$ cat config.mk
export PLATFORM = sky130hd
export DESIGN_NAME = tachometer_moving_average
export DESIGN_NICKNAME = d
export VERILOG_FILES = /design/src/hdl/tach_pkg.sv /design/src/hdl/tach_front.sv /design/src/hdl/tach_window.sv /design/src/hdl/tach_out.sv /design/src/hdl/tachometer_moving_average.sv
export SDC_FILE = /design/constraint.sdc
export NUM_CORES = 1
export LEC_CHECK = 0
export BUFFER_PORTS_ARGS = -buffer_cell sky130_fd_sc_hd__buf_2
export CAP_MARGIN = 20
export CORE_UTILIZATION = 56
export DETAILED_ROUTE_END_ITERATION = 6
export PLACE_DENSITY = 0.79
export SKIP_LAST_GASP = 1
export SYNTH_ARGS = -nofsm -noshare
export SYNTH_HDL_FRONTEND = slang
export SYNTH_SLANG_ARGS = --single-unit
$ cat constraint.sdc
create_clock -name clock -period 6.2 [get_ports clock]
set_input_delay 0.31 -clock clock [delete_from_list [all_inputs] [get_ports clock]]
set_output_delay 0.31 -clock clock [all_outputs]
set_load 0.02 [all_outputs]
$ cat src/hdl/tach_pkg.sv
package tach_pkg;

   localparam int GAP_W   = 8;
   localparam int TALLY_W = 16;
   localparam int AGE_W   = 16;
   localparam int RPM_W   = 16;
   localparam int DEB_W   = 8;
   localparam int SMP_W   = 16;

   localparam int CSR_IDX_W  = 1;
   localparam int CSR_DATA_W = 16;

   localparam int REQ_DATA_W = 8;
   localparam int RSP_DATA_W = 32;

   localparam int DEF_WINDOW   = 10;
   localparam int DEF_PPR      = 1;
   localparam int RPM_PER_PPS  = 60;

   localparam logic [DEB_W-1:0] DEBOUNCE_RST = 8'd10;
   localparam logic [SMP_W-1:0] SAMPLE_RST   = 16'd100;

   typedef enum logic [CSR_IDX_W-1:0] {
      CSR_DEBOUNCE = 1'b0,
      CSR_SAMPLE   = 1'b1
   } csr_idx_type;

   // the current tally and whether it closes a sample period, handed from the tally logic to the ring
   typedef struct packed {
      logic               due;
      logic [TALLY_W-1:0] tally;
   } sample_type;

endpackage

$ cat src/hdl/tach_front.sv
module tach_front (
   input  logic                         clock,
   input  logic                         reset,
   input  logic                         step,
   input  logic                         edge_req,
   input  logic [tach_pkg::DEB_W-1:0]   debounce_ms,
   input  logic [tach_pkg::SMP_W-1:0]   sample_ms,
   output tach_pkg::sample_type         sample,
   output logic [tach_pkg::TALLY_W-1:0] last_tally
);
   import tach_pkg::*;

   logic [GAP_W-1:0]   gap_ff, gap_in, gap_inc;
   logic [TALLY_W-1:0] tally_ff, tally_in, tally_inc;
   logic [TALLY_W-1:0] hold_ff, hold_in;
   logic [AGE_W-1:0]   age_ff, age_in;
   logic [AGE_W:0]     age_inc;
   logic               take, due;

   always_comb begin
      gap_inc   = (gap_ff == {GAP_W{1'b1}}) ? gap_ff : gap_ff + 1'b1;
      take      = edge_req && (gap_inc > debounce_ms);
      gap_in    = take ? '0 : gap_inc;
      tally_inc = (take && (tally_ff != {TALLY_W{1'b1}})) ? tally_ff + 1'b1 : tally_ff;
      age_inc   = {1'b0, age_ff} + 1'b1;
      // a zero period compares like one: the incremented age is never below it
      due       = (age_inc >= {1'b0, sample_ms}) || age_inc[AGE_W];
      age_in    = due ? '0 : age_inc[AGE_W-1:0];
      tally_in  = due ? '0 : tally_inc;
      hold_in   = due ? tally_inc : hold_ff;
   end

   always_ff @(posedge clock) begin
      if (reset) begin
         gap_ff   <= '0;
         tally_ff <= '0;
         hold_ff  <= '0;
         age_ff   <= '0;
      end else if (step) begin
         gap_ff   <= gap_in;
         tally_ff <= tally_in;
         hold_ff  <= hold_in;
         age_ff   <= age_in;
      end
   end

   assign sample.due   = due;
   assign sample.tally = tally_inc;
   assign last_tally   = hold_ff;

endmodule

$ cat src/hdl/tach_window.sv
module tach_window #(
   parameter int WINDOW = tach_pkg::DEF_WINDOW,
   parameter int SUM_W  = $clog2(WINDOW * 65535 + 1)
) (
   input  logic                 clock,
   input  logic                 reset,
   input  logic                 step,
   input  tach_pkg::sample_type sample,
   output logic [SUM_W-1:0]     window_sum
);
   import tach_pkg::*;

   localparam int AW = (WINDOW > 1) ? $clog2(WINDOW) : 1;

   logic [TALLY_W-1:0] ring_mem [WINDOW];
   logic [WINDOW-1:0]  valid_ff;
   logic [AW-1:0]      pos_ff, pos_in;
   logic [SUM_W-1:0]   sum_ff, sum_in;
   logic [TALLY_W-1:0] rd_ff, byp_data_ff, oldest;
   logic               rdv_ff, byp_ff;
   logic               push;

   assign push = step && sample.due;

   always_comb begin
      pos_in = (pos_ff == AW'(WINDOW - 1)) ? '0 : pos_ff + 1'b1;
      if (byp_ff)
         oldest = byp_data_ff;
      else if (rdv_ff)
         oldest = rd_ff;
      else
         oldest = '0;
      sum_in = sum_ff - SUM_W'(oldest) + SUM_W'(sample.tally);
   end

   always_ff @(posedge clock) begin
      if (push)
         ring_mem[pos_ff] <= sample.tally;
   end

   // prefetch the entry that the next sample replaces
   always_ff @(posedge clock) begin
      if (push) begin
         rd_ff       <= ring_mem[pos_in];
         byp_data_ff <= sample.tally;
      end
   end

   always_ff @(posedge clock) begin
      if (reset) begin
         valid_ff <= '0;
         pos_ff   <= '0;
         sum_ff   <= '0;
         rdv_ff   <= 1'b0;
         byp_ff   <= 1'b0;
      end else if (push) begin
         valid_ff[pos_ff] <= 1'b1;
         pos_ff           <= pos_in;
         sum_ff           <= sum_in;
         rdv_ff           <= valid_ff[pos_in];
         byp_ff           <= (pos_in == pos_ff);
      end
   end

   assign window_sum = sum_ff;

endmodule

$ cat src/hdl/tach_out.sv
module tach_out #(
   parameter int PPR   = tach_pkg::DEF_PPR,
   parameter int SUM_W = 20
) (
   input  logic                         clock,
   input  logic                         reset,
   input  logic                         load,
   input  logic                         take,
   input  logic                         sampled,
   input  logic [SUM_W-1:0]             window_sum,
   input  logic [tach_pkg::TALLY_W-1:0] last_tally,
   output logic                         valid,
   output logic [tach_pkg::RPM_W-1:0]   rpm,
   output logic [tach_pkg::TALLY_W-1:0] tally,
   output logic                         sampled_out
);
   import tach_pkg::*;

   localparam int PROD_W = SUM_W + $clog2(RPM_PER_PPS + 1);

   // Divide by PPR through a reciprocal. Products of 65536*PPR and above
   // saturate, so the rest fit RPM_W+6 bits (PPR is at most 64) and the
   // rounded-up reciprocal with a shift of QUOT_W+6 gives the exact quotient.
   localparam int              QUOT_W    = RPM_W + 6;
   localparam int              RECIP_SH  = QUOT_W + 6;
   localparam int              RECIP_W   = RECIP_SH + 1;
   localparam int              WIDE_W    = QUOT_W + RECIP_W;
   localparam longint unsigned RECIP     =
      ((longint'(1) << RECIP_SH) + longint'(PPR) - 1) / longint'(PPR);
   localparam longint unsigned SAT_LIMIT = longint'(PPR) << RPM_W;

   logic [PROD_W-1:0] prod;
   logic [WIDE_W-1:0] quot_wide;
   logic [RPM_W-1:0]  rpm_sat;
   logic              valid_ff, valid_in;
   logic [RPM_W-1:0]  rpm_ff;
   logic [TALLY_W-1:0] tally_ff;
   logic              sampled_ff;

   always_comb begin
      prod      = PROD_W'(window_sum) * PROD_W'(RPM_PER_PPS);
      quot_wide = WIDE_W'(prod[QUOT_W-1:0]) * WIDE_W'(RECIP);
      rpm_sat   = (prod >= PROD_W'(SAT_LIMIT)) ? {RPM_W{1'b1}}
                                                : quot_wide[RECIP_SH +: RPM_W];
      if (load)
         valid_in = 1'b1;
      else if (take)
         valid_in = 1'b0;
      else
         valid_in = valid_ff;
   end

   always_ff @(posedge clock) begin
      if (reset) begin
         valid_ff <= 1'b0;
         rpm_ff   <= '0;
      end else begin
         valid_ff <= valid_in;
         if (load && sampled)
            rpm_ff <= rpm_sat;
      end
   end

   always_ff @(posedge clock) begin
      if (load) begin
         tally_ff   <= last_tally;
         sampled_ff <= sampled;
      end
   end

   assign valid       = valid_ff;
   assign rpm         = rpm_ff;
   assign tally       = tally_ff;
   assign sampled_out = sampled_ff;

endmodule

$ cat src/hdl/tachometer_moving_average.sv
// A request accepted passes the update stage register and then the response register
// before its response shows.
// Throughput: one request per cycle; req_tready falls only while both the
// update stage and the response register hold items that rsp_tready keeps back.
// The pulse, sample and ring update sit in the first stage, the rpm scaling
// (times 60, over PPR, saturate) in the second, ahead of the response register.
// Reset (synchronous, active high) clears counters, ring valid bits, sum and rpm at once.
module tachometer_moving_average #(
   parameter int WINDOW = tach_pkg::DEF_WINDOW,
   parameter int PPR    = tach_pkg::DEF_PPR
) (
   input  logic                            clock,
   input  logic                            reset,
   input  logic                            req_tvalid,
   output logic                            req_tready,
   input  logic [tach_pkg::REQ_DATA_W-1:0] req_tdata,  // [0] edge_req, rest zero
   output logic                            rsp_tvalid,
   input  logic                            rsp_tready,
   output logic [tach_pkg::RSP_DATA_W-1:0] rsp_tdata,  // [15:0] rpm, [31:16] last_tally
   output logic                            rsp_tuser,  // [0] sampled
   input  logic                            csr_we,
   input  logic [tach_pkg::CSR_IDX_W-1:0]  csr_addr,
   input  logic [tach_pkg::CSR_DATA_W-1:0] csr_wdata
);
   import tach_pkg::*;

   localparam int SUM_W = $clog2(WINDOW * 65535 + 1);

   // configuration registers; the user writes them only while the block is idle, unenforced here
   logic [DEB_W-1:0] debounce_ff;
   logic [SMP_W-1:0] sample_ms_ff;

   always_ff @(posedge clock) begin
      if (reset) begin
         debounce_ff  <= DEBOUNCE_RST;
         sample_ms_ff <= SAMPLE_RST;
      end else if (csr_we) begin
         unique case (csr_idx_type'(csr_addr))
            CSR_DEBOUNCE: begin
               debounce_ff <= csr_wdata[DEB_W-1:0];
            end
            CSR_SAMPLE: begin
               sample_ms_ff <= csr_wdata[SMP_W-1:0];
            end
            default: begin
            end
         endcase
      end
   end

   // handshake: the update stage holds one request's sample flag while the
   // response register is busy; state has already advanced for that request
   logic       s1_valid_ff, s1_valid_in;
   logic       s1_sampled_ff;
   logic       out_free, accept, advance, rsp_valid;
   sample_type sample;

   assign out_free   = !rsp_valid || rsp_tready;
   assign req_tready = !s1_valid_ff || out_free;
   assign accept     = req_tvalid && req_tready;
   assign advance    = s1_valid_ff && out_free;

   always_comb begin
      if (accept)
         s1_valid_in = 1'b1;
      else if (advance)
         s1_valid_in = 1'b0;
      else
         s1_valid_in = s1_valid_ff;
   end

   always_ff @(posedge clock) begin
      if (reset)
         s1_valid_ff <= 1'b0;
      else
         s1_valid_ff <= s1_valid_in;
   end

   always_ff @(posedge clock) begin
      if (accept)
         s1_sampled_ff <= sample.due;
   end

   // debounce, tally and sample timer
   logic [TALLY_W-1:0] last_tally;

   tach_front u_front (
      .clock       (clock),
      .reset       (reset),
      .step        (accept),
      .edge_req    (req_tdata[0]),
      .debounce_ms (debounce_ff),
      .sample_ms   (sample_ms_ff),
      .sample      (sample),
      .last_tally  (last_tally)
   );

   // ring of tallies with its running sum
   logic [SUM_W-1:0] window_sum;

   tach_window #(
      .WINDOW (WINDOW),
      .SUM_W  (SUM_W)
   ) u_window (
      .clock      (clock),
      .reset      (reset),
      .step       (accept),
      .sample     (sample),
      .window_sum (window_sum)
   );

   // rpm scaling and response register; sum and tally hold reflect the
   // request in the update stage, since nothing new is accepted past it
   logic [RPM_W-1:0]   rpm;
   logic [TALLY_W-1:0] rsp_tally;
   logic               rsp_sampled;

   tach_out #(
      .PPR   (PPR),
      .SUM_W (SUM_W)
   ) u_out (
      .clock       (clock),
      .reset       (reset),
      .load        (advance),
      .take        (rsp_tready),
      .sampled     (s1_sampled_ff),
      .window_sum  (window_sum),
      .last_tally  (last_tally),
      .valid       (rsp_valid),
      .rpm         (rpm),
      .tally       (rsp_tally),
      .sampled_out (rsp_sampled)
   );

   assign rsp_tvalid = rsp_valid;
   assign rsp_tdata  = {rsp_tally, rpm};
   assign rsp_tuser  = rsp_sampled;

endmodule
==> results of run 1 <==
[cell families after synthesis]
group	Yosys count	synth area share (%)
muxes	72	6.89
and+or+nand+nor	395	10.9
xor gates and xnor gates	68	3.51
adders and majority gates	128	11.8
buffers and inverters	112	2.55
DFF	343	52.8
AOI/OAI and AO/OA	320	11.7
[through the flow]
step / power (W) / cell area [sq um] / cells / setup slack (ps)
final: 0.00488 / 19200 / 1930 / 255
after global routing: 0.00502 / 19200 / 1930 / 3.53
after CTS: 0.00491 / 19200 / 1929 / 28.0
after detailed placement: 0.00260 / 17900 / 1862 / 10.9
after global placement: 0.00260 / 17900 / 1862 / 137
after floorplan: 0.00256 / 17000 / 1438 / 206
[timing repair]
action                                 CTS  global route
endpoints found under the hold margin    0             0
setup buffers                            0             1
pin swaps                                0             3
resized for setup                        1             7
setup endpoints to repair                1             3
[placed cells by master, fill, tap and decap left out, types with 10 or more instances in the layout]
cell,synthesis,layout
a22oi_1,21,21
inv_1,46,46
o211ai_1,11,11
buf_4,1,42
fa_1,53,53
o21a_1,22,22
dfxtp_1,133,133
a21oi_1,123,122
nor3_1,24,22
edfxtp_1,210,210
xor2_1,22,21
nand2_1,149,149
nand3_1,27,26
mux2_2,19,19
o21ai_0,70,69
buf_2,1,56
a21o_1,16,16
nor2_1,97,96
mux2i_1,19,19
xnor2_1,46,46
nor2b_1,11,10
nand4_1,19,19
and3_1,19,19
ha_1,75,75
or3_1,10,10
mux4_2,34,34
clkbuf_16,0,38
[report_power, final]
group	switching, W	internal, W
Clock	0.000882	0.00145
Combinational	0.0000868	0.0000439
Sequential	0.00000946	0.00241
Total	0.000978	0.00391
[state kept, by name, indices dropped and copies added (netlist names)]
name,cells
u_window.byp_ff,1
sample_ms_ff,16
u_out.valid,1
s1_sampled_ff,1
u_out.rpm,15
u_window.window_sum,20
u_window.ring_mem,160
u_window.rd_ff,16
u_window.pos_ff,4
u_front.age_ff,16
u_window.valid_ff,10
u_window.byp_data_ff,16
debounce_ff,8
u_out.tally,16
u_out.sampled_out,1
u_front.tally_ff,16
u_window.rdv_ff,1
u_front.last_tally,16
u_front.gap_ff,8
s1_valid_ff,1
[metal layers]
metal	global-route usage, %	wire (microns)	vias up
met5	0	0	-
li1	-	-	5430
met3	3.17	2090	63
met1	33.0	16100	5674
met4	6.30	750	0
met2	40.5	18200	388
[worst paths after layout]
kind	to	slack (ps)	cells after the start
worst max-delay path	u_window.window_sum[18]	250	23
worst max register to register	u_window.window_sum[18]	250	23
worst min-delay path	s1_valid_ff	10	3
worst min register to register	u_out.tally[10]	430	0
[critical path: stages, from the launching register on]
cell,delay [ps]
dfxtp_1,370
ha_1,210
nand2_1,100
nor2_2,160
nand3_2,130
mux2_2,310
ha_1,290
nor2b_1,130
o21a_1,150
o21ai_0,200
a21oi_2,100
o211a_1,280
mux2_2,330
fa_1,500
fa_1,480
a21o_1,190
a21o_1,230
a2111oi_4,380
o21bai_1,170
a31oi_1,220
o21ai_1,150
o41ai_2,350
nor4_1,90
a311o_1,300
[cell type report]
class,instances,area share (%)
Timing Repair Buffer,98,3.10
Sequential cell,343,46.7
Clock inverter,18,1.47
Inverter,49,0.957
Tap cell,390,2.54
Multi-Input combinational cell,983,40.0
Clock buffer,49,5.27
==> summary.md, run 1 <==
| Metric | Value |
|---|---|
| Status | finished, final reports clean |
| Core Util, Final | 64.6% |
| Final period utilization | between 90 and 100% |
| Syn_area_per_cell | 11.8 sq um |
| Post-DR vias/cell | 5.99 |
| Storage element area | 8970 sq um |
| Longest Clk Path Bufs | 3 |
| Hold Crit Class | primary input to flop |
| Congestion Overflow GR | 0 |
| Syn Inst Count | 1438 |
| Max FO, Critical Path | 4 |
| Register area share after synthesis | between 50% and 60% |
| Power per cell area | between 200 and 300 nW/um^2 |
| Via count | 11600 |
| Reg-to-reg critical path startpoint | u_front.gap_ff[1] |
| Clk slew on worst S/H paths | 60 ps |
| Async SR Flop Fraction | 0% |
| Fmax | 0.168 GHz |
| Layout area overhead | 13.1% |
| Post-route DRC violation count | 0 |
| Crit path capture type | flop |
| Post-Route Skew | between 20 and 30 ps |
| Synthesized area | 17000 sq um |
| Die height | 176 microns |
| Cell taking the most area after synthesis | edfxtp_1 |
| Slew headroom | 24.4% |
| GPL Wtd Cong | ~0.90 |
| First-pass GRT wire length | between 50000 and 60000 microns |
| Number of synthesized register bits | 343 |
| CTS sink count | around 340 |
| Shortest period the worst path allows | around 5900 ps |
| IO Count | 65 |
| RSZ-0062 raised after global routing | no |
| Crit path DAT | 6340 ps |
| Worst hold slack | 12.2 ps |
| Area share of the largest cell type after synthesis | between 30% and 40% |
| Diodes inserted | 0 |
| 1st-iter DRT viols | 1135 |
| # hold bufs at CTS | 0 |
| Die area | 31000 sq um |
| Post-route setup TNS | 0 ps |
| CTS tree | done |
| Pins Over Slew Limit | 0 |
| Worst skew pair latency | 530 ps |
| Final WL | 37200 microns |
| Starting Density | between 50% and 60% |
| Initial antenna violation count | 0 |
| Syn Nets | 1596 |
| Vias in the first global route | 11200 |
| Ranking of synthesized cells by area | edfxtp_1 (37%), dfxtp_1 (16%), fa_1 (6.2%) |
| Rows | 63 |
| Largest net degree at the start of global routing | 75 |
| Type of the worst setup path | flop to flop |
| Element type at the critical path start | flop |
| Leak pwr | 7.43 nW |
| Count leader, synth | edfxtp_1 |
| CP startpoint | u_front.gap_ff[1] |
| Final Hold Viols | 0 |
| Synth warn | 0 |
| Worst-Margin Slew | 1130 ps |
| Die W | around 180 microns |
| Final setup fails | 0 |
| H-tree depth | 2 |
| Number of synthesized flops with an enable pin | between 200 and 250 |
| First-pass DRT Iterations | 5 |
| Post-DP HPWL | 24100 microns |
| Filler cells | 2169 |
| Post-synth cell types | 68 |
| Top FF cell, synth | edfxtp_1 |
| Avg WL per Cell | 19.3 microns |
| Hold_sp | req_tvalid |
| Share of layout cells above drive strength 1 | 15.3% |
| Num CTS Buffers | 37 |
| GRT Total Usage | 24.1% |
| PortBufs | 57 |
| Critical Path RT | 6590 ps |
| Max-cap violation count | 0 |
| Core area | 29700 sq um |
| Post-detailed-route count of antenna-violating nets | 0 |
| Synth top cells by count | edfxtp_1 (210), nand2_1 (149), dfxtp_1 (133) |
| Clock root buffer | clkbuf_16 |
| Nets | ~1700 |
| Peak supply drop | 211 uV |
| Multi-input combinational cell area | 7680 sq um |
No activity file was read; power rests on OpenSTA's default activity.
==> inputs of run 2 (changes only) <==
--- a/config.mk
+++ b/config.mk
@@ -10,6 +10,7 @@
 export CORE_UTILIZATION = 56
 export DETAILED_ROUTE_END_ITERATION = 6
 export PLACE_DENSITY = 0.79
+export RECOVER_POWER = 100
 export SKIP_LAST_GASP = 1
 export SYNTH_ARGS = -nofsm -noshare
 export SYNTH_HDL_FRONTEND = slang
==> run 2 against run 1 <==
Combinational power decreased by 3%. Wire length decreased by 0.19%. Clock power about the same. Critical endpoint unchanged. Global-route usage unchanged. The flow now finishes with violations (capacitance limit, slew limit). Clock-buffer cell count unchanged. Non-clock buffer count unchanged.
==> summary.md, run 2 (synthesized netlist as in run 1, its figures left out) <==
| Metric | Value |
|---|---|
| Final WL | 37100 microns (-0.19%) |
| Avg WL per Cell | 19.2 microns (-0.19%) |
| 1st-iter DRT viols | 1157 (+1.9%) |
| Failing checks | capacitance limit, slew limit |
| Final period utilization | 96.0% (+0.11 points) |
| CTS tree | done |
| Final Hold Viols | 0 (unchanged) |
| Power per cell area | 257 nW/um^2 (+0.91%) |
| Type of the worst setup path | flop to flop |
| Num CTS Buffers | 37 (unchanged) |
| CP max-delay cell | fa_1 |
| Post-Place Worst Slack | 10.9 ps (unchanged) |
| Pins Over Slew Limit | 106 (+106) |
| Filler cells | 2220 (+2.4%) |
| First-pass DRT Iterations | 5 (unchanged) |
| GPL Wtd Cong | 0.903 (unchanged) |
| Leak pwr | 7.19 nW (-3.2%) |
| Core Util, Final | 64.0% (-0.61 points) |
| Vias in the first global route | 11200 (unchanged) |
| Clk slew on worst S/H paths | 60 ps (about the same) |
| Buffers and inverters on the worst path | 0 (unchanged) |
| Slew headroom | -52.4% (-77 points) |
| PortBufs | 57 (unchanged) |
| First-pass GRT wire length | 59000 microns (unchanged) |
| Share of layout cells above drive strength 1 | 10.8% (-4.4 points) |
| Critical Path Max Stage Delay | 500 ps (about the same) |
| Reg with most FFs | u_window.ring_mem |
| Via count | 11600 (-0.026%) |
| Max-cap violation count | 4 (+4) |
| Crit path DAT | 6340 ps (about the same) |
| Diodes inserted | 0 (unchanged) |
| H-tree depth | 2 (unchanged) |
| Worst-Margin Slew | 2290 ps (+1150 ps) |
| IO Count | 65 (unchanged) |
| Critical Path RT | 6590 ps (about the same) |
| Clock root buffer | clkbuf_16 |
| Crit-path cells | ha_1 -> nand2_1 -> nor2_2 -> nand3_2 -> mux2_2 -> ha_1 -> nor2b_1 -> o21a_1 -> o21ai_0 -> a21oi_2 -> o211a_1 -> mux2_2 -> fa_1 -> fa_1 -> a21o_1 -> a21o_1 -> a2111oi_4 -> o21bai_1 -> a31oi_1 -> o21ai_1 -> o41ai_2 -> nor4_1 -> a311o_1 |
| Initial antenna violation count | 0 (unchanged) |
| CTS sink count | 343 (unchanged) |
| Critical path's top delay family | compound AO/OA/AOI/OAI gates |
| Worst skew pair latency | 530 ps (about the same) |
| Largest net degree at the start of global routing | 75 (unchanged) |
| RSZ-0062 raised after global routing | no |
| Most frequent cells in the layout | edfxtp_1 (210), nand2_1 (149), dfxtp_1 (133) |
| Nets | 1670 (unchanged) |
| Final setup margin | 248 ps (-6.54 ps) |
| Rows | 63 (unchanged) |
| Die area | 31000 sq um (unchanged) |
| Core area | 29700 sq um (unchanged) |
| Layout area overhead | 12.0% |
| Multi-input combinational cell area | 7640 sq um (-0.54%) |
| Peak supply drop | 211 uV (about the same) |
| Post-DR vias/cell | 5.99 (about the same) |
| Longest Clk Path Bufs | 3 (unchanged) |
| Final setup fails | 0 (unchanged) |
| Post-detailed-route count of antenna-violating nets | 0 (unchanged) |
| R2R Setup Slk | 250 ps (about the same) |
| Die height | 176 microns (unchanged) |
| Max FO, Critical Path | 4 (unchanged) |
| GRT Total Usage | 24.1% (unchanged) |
| Post-route DRC violation count | 0 (unchanged) |
| Fmax | 0.168 GHz (-0.11%) |
| Congestion Overflow GR | 0 (unchanged) |
| Die W | 176 microns (unchanged) |
| Post-Route Skew | 26.9 ps (-0.607 ps) |
| Largest register FFs | 160 (unchanged) |
| Status | finished, violations left |
| Hold Crit Class | primary input to flop |
| Post-DP HPWL | 24100 microns (unchanged) |
| Starting Density | 57.2% (unchanged) |
| Storage element area | 8970 sq um (unchanged) |
| Shortest period the worst path allows | 5950 ps (+6.54 ps) |
| Crit path capture type | flop |
| Post-route setup TNS | 0 ps (unchanged) |
| Commonest non-fill, non-tap cell in the layout | edfxtp_1 |
| Element type at the critical path start | flop |
[run 2: cell count changes in the layout (fill, tap and decap cells not counted), moves of 3 or more]
cell	delta
clkbuf_1	+61
buf_4	-25
nor4_2	-3
nor4_1	+3
buf_2	-36
[run 2: routing by layer]
layer / routed length, microns / share of wire [%] / GRT usage [%]
met5: 0 / 0 / 0
met4: 828 / 2.2 / 6.30
met3: 2080 / 5.6 / 3.17
met2: 18000 / 49 / 40.5
met1: 16200 / 44 / 33.0
[run 2: layout make-up]
| class | instances | area share (%) |
|---|---|---|
| Sequential cell | 343 | 47.1 |
| Multi-Input combinational cell | 983 | 40.1 |
| Inverter | 49 | 0.966 |
| Clock buffer | 49 | 5.32 |
| Tap cell | 390 | 2.56 |
| Clock inverter | 18 | 1.49 |
| Timing Repair Buffer | 98 | 2.40 |
[run 2: through the flow]
| stage | total power [W] | cells | hold WS [ps] | cell area, sq um |
|---|---|---|---|---|
| 2_1_floorplan | 0.00256 | 1438 | 400 | 17000 |
| 3_3_place_gp | 0.00260 | 1862 | 418 | 17900 |
| 3_5_place_dp | 0.00260 | 1862 | 417 | 17900 |
| 4_1_cts | 0.00491 | 1929 | 1.38 | 19200 |
| 5_1_grt | 0.00502 | 1930 | 18.0 | 19000 |
| 6_report | 0.00488 | 1930 | 10.2 | 19000 |
[run 2: worst min-delay path, stage by stage]
cell     delay [ps]
buf_2            90
a21oi_1          30
nor2_1           70
[run 2: worst paths after layout]
| kind | from | end | depth (start not counted) |
|---|---|---|---|
| worst min-delay path | req_tvalid | s1_valid_ff | 3 |
| worst min register to register | u_front.last_tally[10] | u_out.tally[10] | 0 |
| worst max register to register | u_front.gap_ff[1] | u_window.window_sum[18] | 23 |
| worst max-delay path | u_front.gap_ff[1] | u_window.window_sum[18] | 23 |
[run 2: where the power goes]
group	switching, W	leakage [nW]	total, W	internal, W
clock	0.000884	0.626	0.00233	0.00145
sequential	0.00000982	2.99	0.00242	0.00242
combinational	0.0000865	3.58	0.000127	0.0000402
[run 2: what timing repair did]
action,4_1_cts,5_1_grt
endpoints found under the setup margin,1,3
pin swaps,0,3
buffers inserted,0,1
hold buffers,0,0
resized for setup,1,7
